==> config.mk <==
export PLATFORM = sky130hd
export DESIGN_NAME = hsv_to_rgb_converter
export DESIGN_NICKNAME = d
export VERILOG_FILES = /design/src/rtl/core/hsv2rgb_pkg.sv /design/src/rtl/core/hsv_to_rgb_converter.sv
export SDC_FILE = /design/constraint.sdc
export NUM_CORES = 2
export LEC_CHECK = 0
export ABC_AREA = 1
export CELL_PAD_IN_SITES_DETAIL_PLACEMENT = 0
export CELL_PAD_IN_SITES_GLOBAL_PLACEMENT = 1
export CORE_MARGIN = 1.5
export CORE_UTILIZATION = 23
export CTS_BUF_LIST = sky130_fd_sc_hd__clkbuf_4 sky130_fd_sc_hd__clkbuf_8
export DETAILED_ROUTE_END_ITERATION = 6
export DONT_BUFFER_PORTS = 1
export PLACE_DENSITY = 0.52
export SYNTH_ARGS = -nofsm -noshare
export SYNTH_HDL_FRONTEND = slang
export SYNTH_SLANG_ARGS = --single-unit
==> constraint.sdc <==
create_clock -name clk -period 6.48 [get_ports clk]
set_input_delay 0.972 -clock clk [delete_from_list [all_inputs] [get_ports clk]]
set_output_delay 0.972 -clock clk [all_outputs]
set_load 0.01 [all_outputs]
==> src/rtl/core/hsv2rgb_pkg.sv <==
package hsv2rgb_pkg;

	// Output fraction width; full scale is 2^OUT_BITS - 1 (supported range 8..24)
	localparam int OUT_BITS = 16;

	// Input clamps
	localparam logic [8:0] HUE_MAX = 9'd359;
	localparam logic [6:0] PCT_MAX = 7'd100;

	// Channel numerators are exact integers over DENOM = 10000 * 60
	localparam int NUM_W = 20;
	localparam int DENOM = 600000;
	localparam int N_W   = NUM_W + OUT_BITS;

	// Request: one HSV color
	typedef struct packed {
		logic [8:0] hue_deg;
		logic [6:0] sat_pct;
		logic [6:0] val_pct;
	} hsv_req_t;

	// Result: one RGB color
	typedef struct packed {
		logic [OUT_BITS-1:0] red_frac;
		logic [OUT_BITS-1:0] green_frac;
		logic [OUT_BITS-1:0] blue_frac;
	} rgb_res_t;

endpackage

==> src/rtl/core/hsv_to_rgb_converter.sv <==
// HSV to RGB color converter. Takes one request per clock cycle: busy is always
// low, and a request is taken at every edge where start is high. Each result
// appears on result for exactly one cycle, marked by done, in request order.
// Results pass through five register stages (clamp, products, channel select,
// scaling, division by reciprocal multiplication). The receiver cannot stall the
// pipeline, so it must take every result in the cycle it is shown. Hue above 359
// and percentages above 100 saturate; outputs are rounded to nearest, halves up.
module hsv_to_rgb_converter (
	input  logic                  clk,
	input  logic                  arst_n,
	input  logic                  start,
	output logic                  busy,
	input  hsv2rgb_pkg::hsv_req_t request,
	output logic                  done,
	output hsv2rgb_pkg::rgb_res_t result
);

	import hsv2rgb_pkg::*;

	localparam logic [2:0] SEC_0 = 3'd0;
	localparam logic [2:0] SEC_1 = 3'd1;
	localparam logic [2:0] SEC_2 = 3'd2;
	localparam logic [2:0] SEC_3 = 3'd3;
	localparam logic [2:0] SEC_4 = 3'd4;
	localparam logic [2:0] SEC_5 = 3'd5;

	localparam logic [N_W-1:0] HALF_N = N_W'(DENOM / 2);

	// Stage 1: clamp, sector, triangle weight, small products
	logic [8:0]  h_c;
	logic [6:0]  s_c;
	logic [6:0]  v_c;
	logic [2:0]  sec_c;
	logic [6:0]  r_c;
	logic [5:0]  t_c;

	logic        vld_s1;
	logic [2:0]  sec_s1;
	logic [6:0]  v_s1;
	logic [5:0]  t_s1;
	logic [13:0] sv_s1;
	logic [13:0] vms_s1;

	assign busy = 1'b0;

	always_comb begin
		h_c = (request.hue_deg > HUE_MAX) ? HUE_MAX : request.hue_deg;
		s_c = (request.sat_pct > PCT_MAX) ? PCT_MAX : request.sat_pct;
		v_c = (request.val_pct > PCT_MAX) ? PCT_MAX : request.val_pct;
		// h mod 120 taken from the sector
		if (h_c >= 9'd300) begin
			sec_c = SEC_5;
			r_c   = 7'(h_c - 9'd240);
		end else if (h_c >= 9'd240) begin
			sec_c = SEC_4;
			r_c   = 7'(h_c - 9'd240);
		end else if (h_c >= 9'd180) begin
			sec_c = SEC_3;
			r_c   = 7'(h_c - 9'd120);
		end else if (h_c >= 9'd120) begin
			sec_c = SEC_2;
			r_c   = 7'(h_c - 9'd120);
		end else if (h_c >= 9'd60) begin
			sec_c = SEC_1;
			r_c   = 7'(h_c);
		end else begin
			sec_c = SEC_0;
			r_c   = 7'(h_c);
		end
		// t = 60 - |r - 60|
		t_c = (r_c >= 7'd60) ? 6'(7'd120 - r_c) : 6'(r_c);
	end

	always_ff @(posedge clk or negedge arst_n) begin
		if (!arst_n) begin
			vld_s1 <= 1'b0;
		end else begin
			vld_s1 <= start;
		end
	end

	always_ff @(posedge clk) begin
		sec_s1 <= sec_c;
		v_s1   <= v_c;
		t_s1   <= t_c;
		sv_s1  <= 14'(s_c) * 14'(v_c);
		vms_s1 <= 14'(v_c) * 14'(PCT_MAX - s_c);
	end

	// Stage 2: max, min and the chroma-weighted part of mid
	logic                vld_s2;
	logic [2:0]          sec_s2;
	logic [NUM_W-1:0]    hi_s2;
	logic [NUM_W-1:0]    lo_s2;
	logic [NUM_W-1:0]    svt_s2;

	always_ff @(posedge clk or negedge arst_n) begin
		if (!arst_n) begin
			vld_s2 <= 1'b0;
		end else begin
			vld_s2 <= vld_s1;
		end
	end

	always_ff @(posedge clk) begin
		sec_s2 <= sec_s1;
		hi_s2  <= NUM_W'(v_s1) * NUM_W'(6000);
		lo_s2  <= NUM_W'(vms_s1) * NUM_W'(60);
		svt_s2 <= NUM_W'(sv_s1) * NUM_W'(t_s1);
	end

	// Stage 3: mid and per-sector channel placement
	logic [NUM_W-1:0] mid_c;
	logic [NUM_W-1:0] ch_c  [3];
	logic             vld_s3;
	logic [NUM_W-1:0] ch_s3 [3];

	always_comb begin
		mid_c = lo_s2 + svt_s2;
		case (sec_s2)
			SEC_0: begin
				ch_c[0] = hi_s2;  ch_c[1] = mid_c; ch_c[2] = lo_s2;
			end
			SEC_1: begin
				ch_c[0] = mid_c;  ch_c[1] = hi_s2; ch_c[2] = lo_s2;
			end
			SEC_2: begin
				ch_c[0] = lo_s2;  ch_c[1] = hi_s2; ch_c[2] = mid_c;
			end
			SEC_3: begin
				ch_c[0] = lo_s2;  ch_c[1] = mid_c; ch_c[2] = hi_s2;
			end
			SEC_4: begin
				ch_c[0] = mid_c;  ch_c[1] = lo_s2; ch_c[2] = hi_s2;
			end
			default: begin
				ch_c[0] = hi_s2;  ch_c[1] = lo_s2; ch_c[2] = mid_c;
			end
		endcase
	end

	always_ff @(posedge clk or negedge arst_n) begin
		if (!arst_n) begin
			vld_s3 <= 1'b0;
		end else begin
			vld_s3 <= vld_s2;
		end
	end

	always_ff @(posedge clk) begin
		for (int c = 0; c < 3; c++) begin
			ch_s3[c] <= ch_c[c];
		end
	end

	// Stage 4: num * FS + DENOM/2, with FS = 2^OUT_BITS - 1 as shift and subtract
	logic           vld_s4;
	logic [N_W-1:0] n_s4 [3];

	always_ff @(posedge clk or negedge arst_n) begin
		if (!arst_n) begin
			vld_s4 <= 1'b0;
		end else begin
			vld_s4 <= vld_s3;
		end
	end

	always_ff @(posedge clk) begin
		for (int c = 0; c < 3; c++) begin
			n_s4[c] <= {ch_s3[c], {OUT_BITS{1'b0}}} - N_W'(ch_s3[c]) + HALF_N;
		end
	end

	// Stage 5: divide by DENOM = 64 * 9375; drop six bits, then multiply by
	// ceil(2^RCP_SH / 9375), exact for every dividend below 2^Q_W
	localparam int DEN_SHIFT = 6;
	localparam int DEN_ODD   = DENOM >> DEN_SHIFT;
	localparam int Q_W       = N_W - DEN_SHIFT;
	localparam int RCP_SH    = Q_W + $clog2(DEN_ODD);
	localparam int RCP_W     = Q_W + 1;
	localparam int P_W       = Q_W + RCP_W;
	localparam logic [RCP_W-1:0] RCP =
		RCP_W'(((64'd1 << RCP_SH) + 64'(DEN_ODD - 1)) / 64'(DEN_ODD));

	logic                vld_s5;
	logic [P_W-1:0]      prod_c [3];
	logic [OUT_BITS-1:0] q_s5   [3];

	always_comb begin
		for (int c = 0; c < 3; c++) begin
			prod_c[c] = P_W'(n_s4[c][N_W-1:DEN_SHIFT]) * P_W'(RCP);
		end
	end

	always_ff @(posedge clk or negedge arst_n) begin
		if (!arst_n) begin
			vld_s5 <= 1'b0;
		end else begin
			vld_s5 <= vld_s4;
		end
	end

	always_ff @(posedge clk) begin
		for (int c = 0; c < 3; c++) begin
			q_s5[c] <= prod_c[c][RCP_SH +: OUT_BITS];
		end
	end

	// Result
	assign done              = vld_s5;
	assign result.red_frac   = q_s5[0];
	assign result.green_frac = q_s5[1];
	assign result.blue_frac  = q_s5[2];

endmodule

### Word-level counts from Yosys, hierarchy flattened

Memory sizes are Yosys's and may differ from the RTL's.
Cells that the tools add are included.

* add/sub/neg operators: 11
* multiply operators: 8
* magnitude comparators: 9
* equal/unequal tests: 4
* mux-type cells: 13
* reductions and logical operators: 2

Operators by type and width (number)
* one-hot mux 60 bit (5 select lines): 1
* multiplier 30 x 31 -> 60 bit, second input constant: 3
* adder 36 x 19 -> 36 bit, second input constant: 3
* subtractor 36 x 20 -> 36 bit: 3
* two-way mux 7 bit: 6
* adder 20 bit: 1
* multiplier 14 x 6 -> 20 bit: 1
* >= comparator 9 x 8 -> 1 bit, second input constant: 2
* multiplier 14 x 4 -> 18 bit, second input constant: 1
* multiplier 7 x 9 -> 16 bit, second input constant: 1
* greater-than comparator 7 bit, second input constant: 2
* multiplier 7 x 7 -> 14 bit: 1
* multiplier 8 x 8 -> 14 bit: 1
* subtractor 7 bit, second input constant: 2
* >= comparator 9 x 6 -> 1 bit, second input constant: 1
* >= comparator 9 x 7 -> 1 bit, second input constant: 1
* >= comparator 9 bit, second input constant: 1
* greater-than comparator 9 bit, second input constant: 1
* two-way mux 9 bit: 1
* subtractor 7 x 7 -> 8 bit, first input constant: 1
* >= comparator 7 x 6 -> 1 bit, second input constant: 1
* == test 3 x 2 -> 1 bit, second input constant: 2
* two-way mux 6 bit: 1
* subtractor 6 bit, first input constant: 1
* other kinds (6): 8

* register bits after elaboration: 106
* memory bits (writable): 216
* input bits: 26
* output and inout port bits: 50
* word-level logic and storage cells: 65
* memories: 3

Memories
* n_s4: words 3, width 36, rd ports 3, clocked after Yosys merged registers in 0, wr ports 3, line hsv_to_rgb_converter.sv:158 `logic [N_W-1:0] n_s4 [3];`
* ch_s3: words 3, width 20, rd ports 3, clocked after Yosys merged registers in 0, wr ports 3, line hsv_to_rgb_converter.sv:116 `logic [NUM_W-1:0] ch_s3 [3];`
* q_s5: words 3, width 16, rd ports 3, clocked after Yosys merged registers in 0, wr ports 3, line hsv_to_rgb_converter.sv:187 `logic [OUT_BITS-1:0] q_s5 [3];`

### Longest topological paths before layout

* word-level depth: 9
* depth in mapped cells: 30
* depth with buffers taken out: 30

### Least setup slack after synthesis

Ideal clock, no wire load.

* kind: register -> register
* from: memory n_s4[0][20] (netlist bit)
* to: memory q_s5[0][10]
* arrival time: 5928 ps
* path slack: 439 ps
* stages on the path, launching flop included: 23
* path buffers: 0
* period minus slack after synthesis: 6041 ps
* cells stage by stage: dfxtp_1 > inv_1 > fa_1 > inv_1 > fa_1 > inv_1 > fa_1 > fa_1 > inv_1 > fa_1 > fa_1 > fa_1 > inv_1 > fa_1 > inv_1 > ha_1 > nand2_1 > nor2_1 > nand2_1 > nor4_1 > nand2_1 > nand4_1 > nand2_1

RTL lines (line)
* start, declared: hsv_to_rgb_converter.sv:158
* end, declared: hsv_to_rgb_converter.sv:187

==> impl_metrics.tcl <==
set metrics [dict create \
    outcome "complete, no violations" \
    die_y_um 561 \
    core-area_um2 309000 \
    crit_arrival_ps 7050 \
    die_area_um2 315000 \
    final_util_pct 26.5 \
    synthCells 8431 \
    drt_iter0_markers 3033 \
    viasPerCell 4.30 \
    fillers 33826 \
    setup_tns_ps 0 \
    clk_pin_slew_ps 60 \
    rrSetupSlack_ps 230 \
    overflow 0 \
    end_kind "register" \
    crit_required_ps 7280 \
    clock_latency_ps 890 \
    synthSimpleGateAreaFrac_pct 12.7 \
    synth_edf_count 0 \
    skew_ps 92.9 \
    io_pins 76 \
    maxCapViolCount 0 \
    startpoint "n_s4[0][97]$_DFF_P_" \
    wirelength_um 246000 \
    syn-cell-area_um2 71600 \
    reg2reg_depth 24 \
    async_flop_share_pct 1.65 \
    core.rowCount 204 \
    syn_avg_cell_area_um2 8.49 \
    ys_seq_area_share_pct 8.51 \
    setup-violations-final 0 \
    antenna_left 0 \
    hold_viol_final 0 \
    synth-compound-area-share_pct 7.17 \
    drv_slew 0 \
    grt_pass1_vias 61574 \
    worst_setup_path_start_kind "register" \
    htree_levels 3 \
    synth_mux_area_share_pct 0 \
    fin_crit_sh_pct 96.4 \
    synth_xor_area_share_pct 2.51 \
    synth_seq_cells 303 \
    root_buffer "clkbuf_8" \
    dp_hpwl_um 224000 \
    antenna_found_initial 5 \
    initial_core_util_pct 23.1 \
    synthAdderAreaFrac_pct 57.1 \
    yosys_warnings 0 \
    rsz0062_at_grt "yes" \
    r2r_end "q_s5[0][33]$_DFF_P_" \
    fin_nets 11403 \
    routabilityCongestion 0.928 \
    cts.path.max_buffers 4 \
    die_width_um 561 \
    relSlewSlack_pct 38.6 \
    synth_top_family_by_area "adder cells" \
    drc 0 \
    multi_input_area_um2 57800 \
    crit_fanout 5 \
    hp-class "in -> reg" \
    cts_sinks 303 \
    r2r_start "n_s4[0][97]$_DFF_P_" \
    dr.pass1.iters 5 \
    numCtsBuffers 72 \
    gr-usage-all-layers_pct 15.7 \
    synth.distinct_cells 50 \
    seq_area_um2 6120 \
    grt_pass1_wl_um 376000 \
    area.growth.synth_to_final_pct 14.5 \
    worst_slew_pin_slew_ps 918 \
    cts_tree "yes" \
    synth-main-ff-cell "dfxtp_1" \
    portBuffers 0 \
    drive_gt1_share_pct 8.82 \
    grt_max_degree 16 \
    critPathKind "reg -> reg" \
    crit_end "q_s5[0][33]$_DFF_P_" \
    period_minus_slack_ps 6250 \
    fmax_mhz 160 \
    wire_per_inst_um 18.9 \
    num_vias 55988 \
]
[kinds of logic (layout without fill, tap and decap cells)]
kind of cell,Yosys count,after routing
adders and majority gates,2525,2525
buffers and inverters,2294,2756
and+or+nand+nor,2193,2193
AOI/OAI and AO/OA,910,910
DFF,303,303
xor gates and xnor gates,204,204
other,2,12
[cell type report]
| cell class | instances | share of cell area (%) |
|---|---|---|
| Timing Repair Buffer | 379 | 3.49 |
| Multi-Input combinational cell | 5840 | 70.5 |
| Inverter | 2256 | 10.3 |
| Tap cell | 4120 | 6.29 |
| Antenna cell | 4 | 0.0122 |
| Clock inverter | 17 | 0.307 |
| Sequential cell | 303 | 7.46 |
| Clock buffer | 104 | 1.62 |
[registers in the layout, summed over array words and instances, names as in the netlist]
name / cells
n_s4: 90
ch_s3: 60
q_s5: 48
svt_s2: 20
lo_s2: 18
hi_s2: 16
vms_s1: 14
sv_s1: 13
v_s1: 7
t_s1: 6
sec_s1: 3
sec_s2: 3
done: 1
vld_s1: 1
vld_s2: 1
vld_s3: 1
vld_s4: 1
[per-layer routing]
layer / vias up / GRT usage, % / share of wire (%)
met5: - / 0 / 0.0053
met4: 2 / 3.48 / 2.1
met3: 228 / 1.46 / 3.6
met2: 1034 / 26.2 / 46
met1: 27843 / 21.8 / 48
li1: 26881 / - / -
[Yosys cell counts, types with 28 or more instances]
| library cell | instances | area, um^2 |
|---|---|---|
| fa_1 | 1235 | 24700 |
| nor2_1 | 529 | 1990 |
| inv_1 | 2247 | 8430 |
| o21bai_1 | 48 | 360 |
| dfxtp_1 | 298 | 5970 |
| a21o_1 | 29 | 218 |
| nand2_1 | 1164 | 4370 |
| nand3_1 | 286 | 1430 |
| xnor2_1 | 53 | 464 |
| nor4_1 | 28 | 175 |
| o21ai_0 | 257 | 1290 |
| nand4_1 | 56 | 350 |
| xor2_1 | 150 | 1310 |
| nor3_1 | 77 | 385 |
| a21oi_1 | 416 | 2080 |
| ha_1 | 1290 | 16100 |
[critical path, cell delays in order, from the launching register on]
cell and delay, ps:
dfxtp_1 390, fa_1 580, inv_1 120, buf_4 150, fa_1 480, inv_1 50, ha_1 270, inv_1 80
fa_1 590, inv_1 60, fa_1 450, fa_1 590, fa_1 490, ha_1 310, ha_1 340, nand2_1 100
inv_1 80, nand2_1 80, nor2_1 110, buf_4 140, nand2_2 90, nor3_4 230, o21ai_2 100, nand3_1 100
xor2_1 170
[worst min path at each step]
stage | from | to | slack (ps) | depth (start not counted)
2_1_floorplan | sec_s1[0]$_SDFF_PP1_ | sec_s2[0]$_DFF_P_ | 310 | 0
3_3_place_gp | sec_s1[2]$_SDFF_PP1_ | sec_s2[2]$_DFF_P_ | 320 | 0
3_5_place_dp | sec_s1[0]$_SDFF_PP1_ | sec_s2[0]$_DFF_P_ | 320 | 0
4_1_cts | start | vld_s1$_DFF_PN0_ | 60 | 0
5_1_grt | request[5] | v_s1[5]$_DFF_P_ | 100 | 0
6_report | request[5] | v_s1[5]$_DFF_P_ | 170 | 0
[cells in the final DEF, fill, tap and decap left out, types with 21 or more instances in the layout]
cell	Yosys	layout
a21oi_1	416	360
o21bai_1	48	48
nor3_1	77	69
a21oi_2	0	56
dfxtp_1	298	282
buf_4	2	376
o221ai_1	27	27
xnor2_1	53	53
nor4_1	28	23
ha_1	1290	1271
nand3_1	286	284
xor2_1	150	150
nor2_2	6	44
fa_1	1235	1216
o21ai_0	257	215
a21o_1	29	29
nand4_1	56	56
o21ai_1	12	43
nand2_1	1164	1133
a31oi_1	22	21
clkbuf_8	0	88
inv_1	2247	2235
nor2_1	529	474
nand2_2	8	38
[per-stage QoR]
step / setup WS (ps) / hold WS, ps / instance area [um^2] / std cells
detailed placement: -84.8 / 319 / 79400 / 12891
global placement: -57.5 / 319 / 79400 / 12891
floorplan: 439 / 310 / 71600 / 8437
CTS: 6.56 / 56.7 / 81000 / 13013
global route: -57.8 / 103 / 82000 / 13020
finish: 235 / 169 / 82000 / 13023
[timing repair]
action	4_1_cts	5_1_grt
setup buffers	0	6
gates resized for setup	8	304
hold buffers	1	0
endpoints found under the hold margin	5	0
endpoints found under the setup margin	9	48
pin swaps	0	51
Power is left out: the tool's default activity adds up to more than one toggle a clock period on the data nets, which glitch-free logic cannot reach.
